--- src/arm_load_store_writeback_decoder_unit_defines.svh ---
// ----------------------------------------------------------------------------
// load/store writeback decoder assertion macros
// concurrent check wrappers, empty when SYNTH is defined
// ----------------------------------------------------------------------------
`ifndef ARM_LOAD_STORE_WRITEBACK_DECODER_UNIT_DEFINES_SVH
`define ARM_LOAD_STORE_WRITEBACK_DECODER_UNIT_DEFINES_SVH

`ifndef SYNTH
`define LSWB_ASSERT(lbl, clk, rst, prop, msg) \
  lbl: assert property (@(posedge clk) disable iff (rst) (prop)) else $error(msg);
`define LSWB_ASSERT_IMPL(lbl, clk, rst, ante, cons, msg) \
  lbl: assert property (@(posedge clk) disable iff (rst) (ante) |-> (cons)) else $error(msg);
`define LSWB_ASSERT_NEXT(lbl, clk, rst, ante, cons, msg) \
  lbl: assert property (@(posedge clk) disable iff (rst) (ante) |=> (cons)) else $error(msg);
`else
`define LSWB_ASSERT(lbl, clk, rst, prop, msg)
`define LSWB_ASSERT_IMPL(lbl, clk, rst, ante, cons, msg)
`define LSWB_ASSERT_NEXT(lbl, clk, rst, ante, cons, msg)
`endif

`endif

--- src/lswb_pkg.sv ---
// ----------------------------------------------------------------------------
// lswb_pkg
// shared types and constants of the load/store writeback decoder
// ----------------------------------------------------------------------------
package lswb_pkg;

  localparam int WordW = 32;
  localparam int RegW  = 4;
  localparam int SizeW = 4;

  // shift types
  localparam logic [1:0] SH_LSL = 2'd0;
  localparam logic [1:0] SH_LSR = 2'd1;
  localparam logic [1:0] SH_ASR = 2'd2;
  localparam logic [1:0] SH_ROR = 2'd3;

  // access sizes
  localparam logic [SizeW-1:0] SIZE_BYTE = 4'd1;
  localparam logic [SizeW-1:0] SIZE_HALF = 4'd2;
  localparam logic [SizeW-1:0] SIZE_WORD = 4'd4;
  localparam logic [SizeW-1:0] SIZE_DUAL = 4'd8;

  // arm class match
  localparam logic [WordW-1:0] ARM_CLASS_MASK = 32'h0C00_0000;
  localparam logic [WordW-1:0] ARM_CLASS_WB   = 32'h0400_0000;
  localparam logic [WordW-1:0] ARM_CLASS_EXT  = 32'h0000_0000;

  // arm extra form op field
  localparam logic [3:0] EXT_HALF  = 4'hB;
  localparam logic [3:0] EXT_LDRD  = 4'hD;
  localparam logic [3:0] EXT_STRD  = 4'hF;

  // thumb group match
  localparam logic [WordW-1:0] THUMB_WIDE_MIN = 32'h0000_E800;
  localparam logic [6:0]       T_STORE_MASK   = 7'h71;
  localparam logic [6:0]       T_LOAD_MASK    = 7'h67;
  localparam logic [6:0]       T_LOAD_BYTE    = 7'h01;
  localparam logic [6:0]       T_LOAD_HALF    = 7'h03;
  localparam logic [6:0]       T_LOAD_WORD    = 7'h05;

  localparam logic [RegW-1:0] REG_PC = 4'd15;

  typedef struct packed {
    logic              ok;
    logic              store;
    logic [SizeW-1:0]  bytes;
    logic              sx;
    logic [RegW-1:0]   rt;
    logic              wb_en;
    logic [RegW-1:0]   rn;
    logic [WordW-1:0]  wb_value;
  } result_t;

  localparam result_t RESULT_NONE = '0;

endpackage

--- src/lswb_shifter.sv ---
// ----------------------------------------------------------------------------
// lswb_shifter
// immediate shifter for arm register offsets: lsl, lsr, asr, ror, rrx
// ----------------------------------------------------------------------------
module lswb_shifter (
  input  logic [lswb_pkg::WordW-1:0] value,
  input  logic [1:0]                 shift_type,
  input  logic [4:0]                 amount,
  input  logic                       carry,
  output logic [lswb_pkg::WordW-1:0] result
);
  import lswb_pkg::*;

  logic [2*WordW-1:0] rot;

  assign rot = {value, value} >> amount;

  always_comb begin
    unique case (shift_type)
      SH_LSL: result = value << amount;
      SH_LSR: result = (amount == 5'd0) ? '0 : (value >> amount);
      SH_ASR: begin
        if (amount == 5'd0) begin
          result = {WordW{value[WordW-1]}};
        end else begin
          result = WordW'($signed(value) >>> amount);
        end
      end
      SH_ROR: begin
        if (amount == 5'd0) begin
          result = {carry, value[WordW-1:1]};
        end else begin
          result = rot[WordW-1:0];
        end
      end
      default: result = value;
    endcase
  end

endmodule

--- src/lswb_arm_dec.sv ---
// ----------------------------------------------------------------------------
// lswb_arm_dec
// arm load/store decode: word/byte and extra forms, offset and new base
// ----------------------------------------------------------------------------
module lswb_arm_dec (
  input  logic [lswb_pkg::WordW-1:0] instr,
  input  logic                       carry,
  input  logic [lswb_pkg::WordW-1:0] base,
  input  logic [lswb_pkg::WordW-1:0] index,
  output lswb_pkg::result_t          res
);
  import lswb_pkg::*;

  logic [WordW-1:0] shifted;
  logic [WordW-1:0] off;
  logic [RegW-1:0]  rt;
  logic [RegW-1:0]  rn;
  logic             l_bit;
  logic             w_bit;
  logic             u_bit;
  logic             p_bit;
  logic             cls_ok;
  logic             store;
  logic [SizeW-1:0] bytes;
  logic             sx;
  logic [3:0]       op;

  assign rt    = instr[15:12];
  assign rn    = instr[19:16];
  assign l_bit = instr[20];
  assign w_bit = instr[21];
  assign u_bit = instr[23];
  assign p_bit = instr[24];
  assign op    = instr[7:4];

  lswb_shifter u_shift (
    .value      (index),
    .shift_type (instr[6:5]),
    .amount     (instr[11:7]),
    .carry      (carry),
    .result     (shifted)
  );

  always_comb begin
    cls_ok = 1'b0;
    store  = 1'b0;
    bytes  = SIZE_WORD;
    sx     = 1'b0;
    off    = '0;
    if ((instr & ARM_CLASS_MASK) == ARM_CLASS_WB) begin
      cls_ok = 1'b1;
      store  = !l_bit;
      bytes  = instr[22] ? SIZE_BYTE : SIZE_WORD;
      off    = instr[25] ? shifted : {20'd0, instr[11:0]};
    end else if ((instr & ARM_CLASS_MASK) == ARM_CLASS_EXT) begin
      off = instr[22] ? {24'd0, instr[11:8], instr[3:0]} : index;
      unique case (op)
        EXT_HALF: begin
          cls_ok = 1'b1;
          store  = !l_bit;
          bytes  = SIZE_HALF;
        end
        EXT_LDRD: begin
          cls_ok = 1'b1;
          store  = 1'b0;
          bytes  = l_bit ? SIZE_BYTE : SIZE_DUAL;
          sx     = l_bit;
        end
        EXT_STRD: begin
          cls_ok = 1'b1;
          store  = !l_bit;
          bytes  = l_bit ? SIZE_HALF : SIZE_DUAL;
          sx     = l_bit;
        end
        default: cls_ok = 1'b0;
      endcase
    end
  end

  always_comb begin
    res = RESULT_NONE;
    if (cls_ok && rt != REG_PC && rn != REG_PC && !(p_bit && !w_bit)) begin
      res.ok       = 1'b1;
      res.store    = store;
      res.bytes    = bytes;
      res.sx       = sx;
      res.rt       = rt;
      res.wb_en    = 1'b1;
      res.rn       = rn;
      res.wb_value = u_bit ? (base + off) : (base - off);
    end
  end

endmodule

--- src/lswb_thumb_dec.sv ---
// ----------------------------------------------------------------------------
// lswb_thumb_dec
// thumb wide single store/load decode with immediate writeback
// ----------------------------------------------------------------------------
module lswb_thumb_dec (
  input  logic [lswb_pkg::WordW-1:0] instr,
  input  logic [lswb_pkg::WordW-1:0] fault_base,
  output lswb_pkg::result_t          res
);
  import lswb_pkg::*;

  logic [6:0]       op2;
  logic [6:0]       ld_code;
  logic [2:0]       sz;
  logic [1:0]       sgn;
  logic             grp_ok;
  logic             store;
  logic [SizeW-1:0] bytes;
  logic             sx;
  logic [RegW-1:0]  rn;
  logic [WordW-1:0] imm8;
  logic [WordW-1:0] post;

  assign op2     = instr[26:20];
  assign ld_code = op2 & T_LOAD_MASK;
  assign sz      = instr[23:21];
  assign sgn     = instr[24:23];
  assign rn      = instr[19:16];
  assign imm8    = {24'd0, instr[7:0]};
  assign post    = instr[9] ? (fault_base + imm8) : (fault_base - imm8);

  always_comb begin
    grp_ok = 1'b0;
    store  = 1'b0;
    bytes  = SIZE_WORD;
    sx     = 1'b0;
    if ((op2 & T_STORE_MASK) == 7'd0) begin
      store = 1'b1;
      unique case (sz)
        3'd0:    begin grp_ok = 1'b1; bytes = SIZE_BYTE; end
        3'd1:    begin grp_ok = 1'b1; bytes = SIZE_HALF; end
        3'd2:    begin grp_ok = 1'b1; bytes = SIZE_WORD; end
        default: grp_ok = 1'b0;
      endcase
    end else if (ld_code == T_LOAD_BYTE || ld_code == T_LOAD_HALF
                 || ld_code == T_LOAD_WORD) begin
      bytes = (ld_code == T_LOAD_BYTE) ? SIZE_BYTE :
              (ld_code == T_LOAD_HALF) ? SIZE_HALF : SIZE_WORD;
      if (sgn == 2'd0) begin
        grp_ok = 1'b1;
      end else if (sgn == 2'd2 && ld_code != T_LOAD_WORD) begin
        grp_ok = 1'b1;
        sx     = 1'b1;
      end
    end
  end

  always_comb begin
    res = RESULT_NONE;
    if (instr >= THUMB_WIDE_MIN && instr[28:27] == 2'b11 && grp_ok
        && instr[11] && instr[8] && rn != REG_PC) begin
      res.ok       = 1'b1;
      res.store    = store;
      res.bytes    = bytes;
      res.sx       = sx;
      res.rt       = instr[15:12];
      res.wb_en    = 1'b1;
      res.rn       = rn;
      res.wb_value = instr[10] ? fault_base : post;
    end
  end

endmodule

--- src/arm_load_store_writeback_decoder_unit.sv ---
// ----------------------------------------------------------------------------
// arm_load_store_writeback_decoder_unit
// decodes a trapped load/store word into access and base writeback info
//
// channel  dir  tdata                                   tuser
// s_axis   in   instr, carry, base, index, fault addr   thumb_mode
// m_axis   out  decode result and new base              -
//
// one word per cycle sustained while m_axis accepts results; a word passes
// through the input register, decode and the result register
// rst clears both valid flags; payload registers are not reset
// a stall on m_axis holds the result and backs up into the input register
// ----------------------------------------------------------------------------
`include "arm_load_store_writeback_decoder_unit_defines.svh"

module arm_load_store_writeback_decoder_unit (
  input  logic         clk,
  input  logic         rst,
  input  logic         s_axis_tvalid,
  output logic         s_axis_tready,
  // instruction[31:0], carry_flag[32], base_value[64:33],
  // index_value[96:65], fault_address[128:97], zero pad[135:129]
  input  logic [135:0] s_axis_tdata,
  // thumb_mode[0]
  input  logic         s_axis_tuser,
  output logic         m_axis_tvalid,
  input  logic         m_axis_tready,
  // decoded_ok[0], is_store[1], access_bytes[5:2], sign_ext[6],
  // target_reg[10:7], writeback_enable[11], writeback_reg[15:12],
  // writeback_value[47:16]
  output logic [47:0]  m_axis_tdata
);
  import lswb_pkg::*;

  logic             in_valid;
  logic [WordW-1:0] in_instr;
  logic             in_thumb;
  logic             in_carry;
  logic [WordW-1:0] in_base;
  logic [WordW-1:0] in_index;
  logic [WordW-1:0] in_fault;
  logic             out_free;
  result_t          arm_res;
  result_t          thumb_res;
  result_t          dec_res;
  result_t          out_res;

  assign out_free      = !m_axis_tvalid || m_axis_tready;
  assign s_axis_tready = !in_valid || out_free;

  lswb_arm_dec u_arm (
    .instr (in_instr),
    .carry (in_carry),
    .base  (in_base),
    .index (in_index),
    .res   (arm_res)
  );

  lswb_thumb_dec u_thumb (
    .instr      (in_instr),
    .fault_base (in_fault),
    .res        (thumb_res)
  );

  assign dec_res = in_thumb ? thumb_res : arm_res;

  always_ff @(posedge clk) begin
    if (rst) begin
      in_valid <= 1'b0;
    end else if (s_axis_tready) begin
      in_valid <= s_axis_tvalid;
    end
  end

  always_ff @(posedge clk) begin
    if (s_axis_tvalid && s_axis_tready) begin
      in_instr <= s_axis_tdata[31:0];
      in_carry <= s_axis_tdata[32];
      in_base  <= s_axis_tdata[64:33];
      in_index <= s_axis_tdata[96:65];
      in_fault <= s_axis_tdata[128:97];
      in_thumb <= s_axis_tuser;
    end
  end

  always_ff @(posedge clk) begin
    if (rst) begin
      m_axis_tvalid <= 1'b0;
    end else if (out_free) begin
      m_axis_tvalid <= in_valid;
    end
  end

  always_ff @(posedge clk) begin
    if (out_free && in_valid) begin
      out_res <= dec_res;
    end
  end

  assign m_axis_tdata = {out_res.wb_value, out_res.rn, out_res.wb_en, out_res.rt,
                         out_res.sx, out_res.bytes, out_res.store, out_res.ok};

  `LSWB_ASSERT_IMPL(a_fail_zero, clk, rst, m_axis_tvalid && !m_axis_tdata[0], m_axis_tdata[47:1] == 47'd0, "failed decode carries nonzero fields")
  `LSWB_ASSERT_IMPL(a_ok_fields, clk, rst, m_axis_tvalid && m_axis_tdata[0], m_axis_tdata[11] && m_axis_tdata[15:12] != REG_PC, "decoded word without writeback or with pc base")
  `LSWB_ASSERT_IMPL(a_ok_size, clk, rst, m_axis_tvalid && m_axis_tdata[0], m_axis_tdata[5:2] == SIZE_BYTE || m_axis_tdata[5:2] == SIZE_HALF || m_axis_tdata[5:2] == SIZE_WORD || m_axis_tdata[5:2] == SIZE_DUAL, "bad access size")
  `LSWB_ASSERT_NEXT(a_in_hold, clk, rst, in_valid && !out_free, in_valid && $stable(in_instr) && $stable(in_thumb), "input register lost a word under stall")

endmodule

--- config.mk ---
export PLATFORM = sky130hd
export DESIGN_NAME = arm_load_store_writeback_decoder_unit
export DESIGN_NICKNAME = d
export VERILOG_FILES = /design/src/lswb_pkg.sv /design/src/lswb_shifter.sv /design/src/lswb_arm_dec.sv /design/src/lswb_thumb_dec.sv /design/src/arm_load_store_writeback_decoder_unit.sv
export VERILOG_INCLUDE_DIRS = /design/src /design/src/src
export SDC_FILE = /design/constraint.sdc
export NUM_CORES = 1
export LEC_CHECK = 0
export BUFFER_PORTS_ARGS = -buffer_cell sky130_fd_sc_hd__buf_2
export CORE_MARGIN = 3
export CORE_UTILIZATION = 62
export CTS_CLUSTER_SIZE = 24
export DETAILED_ROUTE_END_ITERATION = 8
export MAX_ROUTING_LAYER = met4
export PLACE_DENSITY = 0.83
export SETUP_SLACK_MARGIN = 0.5
export SYNTH_ARGS = -nofsm -noshare
export SYNTH_HDL_FRONTEND = slang
export SYNTH_HIERARCHICAL = 1
export SYNTH_SLANG_ARGS = --single-unit
--- constraint.sdc ---
create_clock -name clk -period 7.8 [get_ports clk]
set_input_delay 1.56 -clock clk [delete_from_list [all_inputs] [get_ports clk]]
set_output_delay 1.56 -clock clk [all_outputs]
set_load 0.005 [all_outputs]
==> impl_metrics.toml <==
[global_route]
grt.met2_usage_pct = 70.8
grtUsageMet1_pct = 59.4
grt_pass1_vias = 18383
grt_start_max_net_pins = 74
top_usage_layer = "met2"
grt_pass1_wl_um = 116000
grt_antenna_before_repair = 4
met3_usage_pct = 14.8
grt_overflow = 0
grt.total_usage_pct = 48.6

[sta]
fin_tns_setup_ns = 0
fin_crit_ns = 7.29
maxSlewViolCount = 0
worstMarginPinSlew_ns = 1.15
relSlewSlack_pct = 23.4
fmax_ghz = 0.137
post-route-period-util_pct = 93.4
rsz0062_at_grt = "false"
finalHoldViolCount = 0
skew_ns = 0.0157
setup_violations = 0

[floorplanning]
dieArea_um2 = 32400
die_h_um = 180
core-area_um2 = 29700
pin_count = 191
initial_core_util_pct = 63.1
fp.dieW_um = 180
core.rowCount = 63

[worst_setup_path]
worst-setup-path-type = "register to register"
worst-path-max-fanout = 9
worstPathRequired_ns = 8.03
cp-startpoint = "in_index[24]"
rr_startpoint = "in_index[24]"
reg2reg_slack_ns = 0.51
cp.arrival_ns = 7.52
cp-end-kind = "register"
cp-start-kind = "register"

[yosys]
syn_inst = 2031
yosys_warnings = 6
synthesis.nets = 2241
synth.cell_area_um2 = 18700
avgSynthCellArea_um2 = 9.23

[status]
violations = "DRC"
outcome = "complete, but fails checks"

[clock_network]
cts_root_buffer = "clkbuf_16"
cts_sinks = 177
clockBufferDepth = 2
clkLatencyLatePin_ns = 0.47
clkTransAtPathRegs_ns = 0.08
htree_levels = 4
cts_buffers = 17
tritoncts = "yes"

[min_path]
min_path_type = "register to register"
hold_start = "in_valid"

[detailed_routing]
wl_per_cell_um = 30.9
final_antenna_net_count = 0
drt_iter0_drc = 3568
totalWireLength_um = 80300
remaining_drc_errors = 5
drt-vias-per-instance = 7.63
via_count = 19848
first_pass_iters = 9

[layout]
area_growth_pct = 12.2
drive_gt1_share_pct = 25.9
layout.nets = 2400

[placed_design]
dp_hpwl_um = 58600
port_buffers = 180
gp_congestion = 1.18

[job]
drv_cap = 0

[power_and_ir_drop]
p_per_area_nw_per_um2 = 172
fin_total_pwr_w = 0.00362
ir_drop_uv = 227
power_leakage_nw = 8.35
path summary, 6_finish.rpt:
path,cells after the start,endpoint
worst max-delay path,25,m_axis_tdata[47]
worst min-delay path,2,m_axis_tvalid
worst max register to register,25,m_axis_tdata[47]
worst min register to register,2,m_axis_tvalid
state kept, by name, indices dropped and copies added (netlist names):
| name | count |
|---|---|
| in_thumb | 1 |
| in_index | 32 |
| in_fault | 32 |
| m_axis_tdata | 48 |
| m_axis_tvalid | 1 |
| in_base | 32 |
| in_carry | 1 |
| in_valid | 1 |
| in_instr | 29 |
report_power, final:
group          leakage (nW)  internal (W)  switching [W]
clock network         0.288      0.000481       0.000420
logic                  6.37      0.000588       0.000940
registers              1.69       0.00111      0.0000814
worst max-delay path: stages, from the launching register on:
cell       delay, ns
edfxtp_1        0.66
buf_4           0.30
mux4_2          0.53
mux2i_1         0.32
a2111oi_0       0.22
a2111oi_1       0.54
buf_4           0.20
o21ai_0         0.15
mux2i_1         0.27
a2bb2oi_1       0.25
and3b_1         0.20
and4b_4         0.30
buf_4           0.14
and2_4          0.17
a21oi_1         0.11
xnor2_1         0.21
ha_1            0.28
a21oi_1         0.18
o21ai_0         0.15
o41ai_1         0.49
nor2b_1         0.15
nor3_1          0.24
a21oi_1         0.16
xnor2_1         0.45
nor2_1          0.10
mux2_4          0.28
per-layer routing:
| layer | up-vias | wire [um] |
|---|---|---|
| met5 | - | 0 |
| met4 | 0 | 6500 |
| met3 | 468 | 11900 |
| met2 | 1942 | 34100 |
| met1 | 9340 | 27700 |
| li1 | 8098 | - |
layout by cell type, fill, tap and decap left out, types with 9 or more instances in the layout:
cell	count
a211oi_1	21
a21o_1	24
a21oi_1	151
a221oi_1	9
a22oi_1	22
a31oi_1	41
and2_1	30
and3_1	21
buf_12	10
buf_2	180
buf_4	122
clkbuf_16	18
edfxtp_1	175
ha_1	67
inv_1	30
mux2_2	97
mux2_4	21
mux2i_1	107
mux4_2	57
nand2_1	152
nand2b_1	22
nand3_1	42
nand4_1	16
nor2_1	208
nor2b_1	23
nor3_1	43
nor4_1	16
o211ai_1	23
o21ai_0	75
o221ai_1	11
o22a_1	9
o22ai_1	30
o31ai_1	11
xnor2_1	58
xor2_1	36
area by class of cell:
cell class | instances | area, um^2
clock buffer | 17 | 425
timing repair buffer | 315 | 2070
sequential | 177 | 5300
fill | 2209 | 8680
inverter | 35 | 138
clock inverter | 15 | 173
multi-input combinational | 1644 | 12400
antenna | 7 | 17.5
tap | 390 | 488
per-stage QoR:
stage	instances	util [%]	area (um^2)	hold WS, ns	setup slack [ns]
after floorplan	2031	-	18700	0.428	2.03
after global placement	2551	68.3	20300	0.441	0.605
after CTS	2589	70.5	21000	0.499	0.619
after detailed placement	2551	68.3	20300	0.489	0.488
after global routing	2597	70.8	21000	0.521	0.500
final	2600	70.8	21000	0.484	0.514
timing repair:
action                     CTS  global route
cloned                       0             1
buffers inserted             6             3
hold buffers                 0             0
setup endpoints to repair    4            13
pin swaps                    0             1
gates resized for setup      0            10
Power figures use the tool's default switching activity.
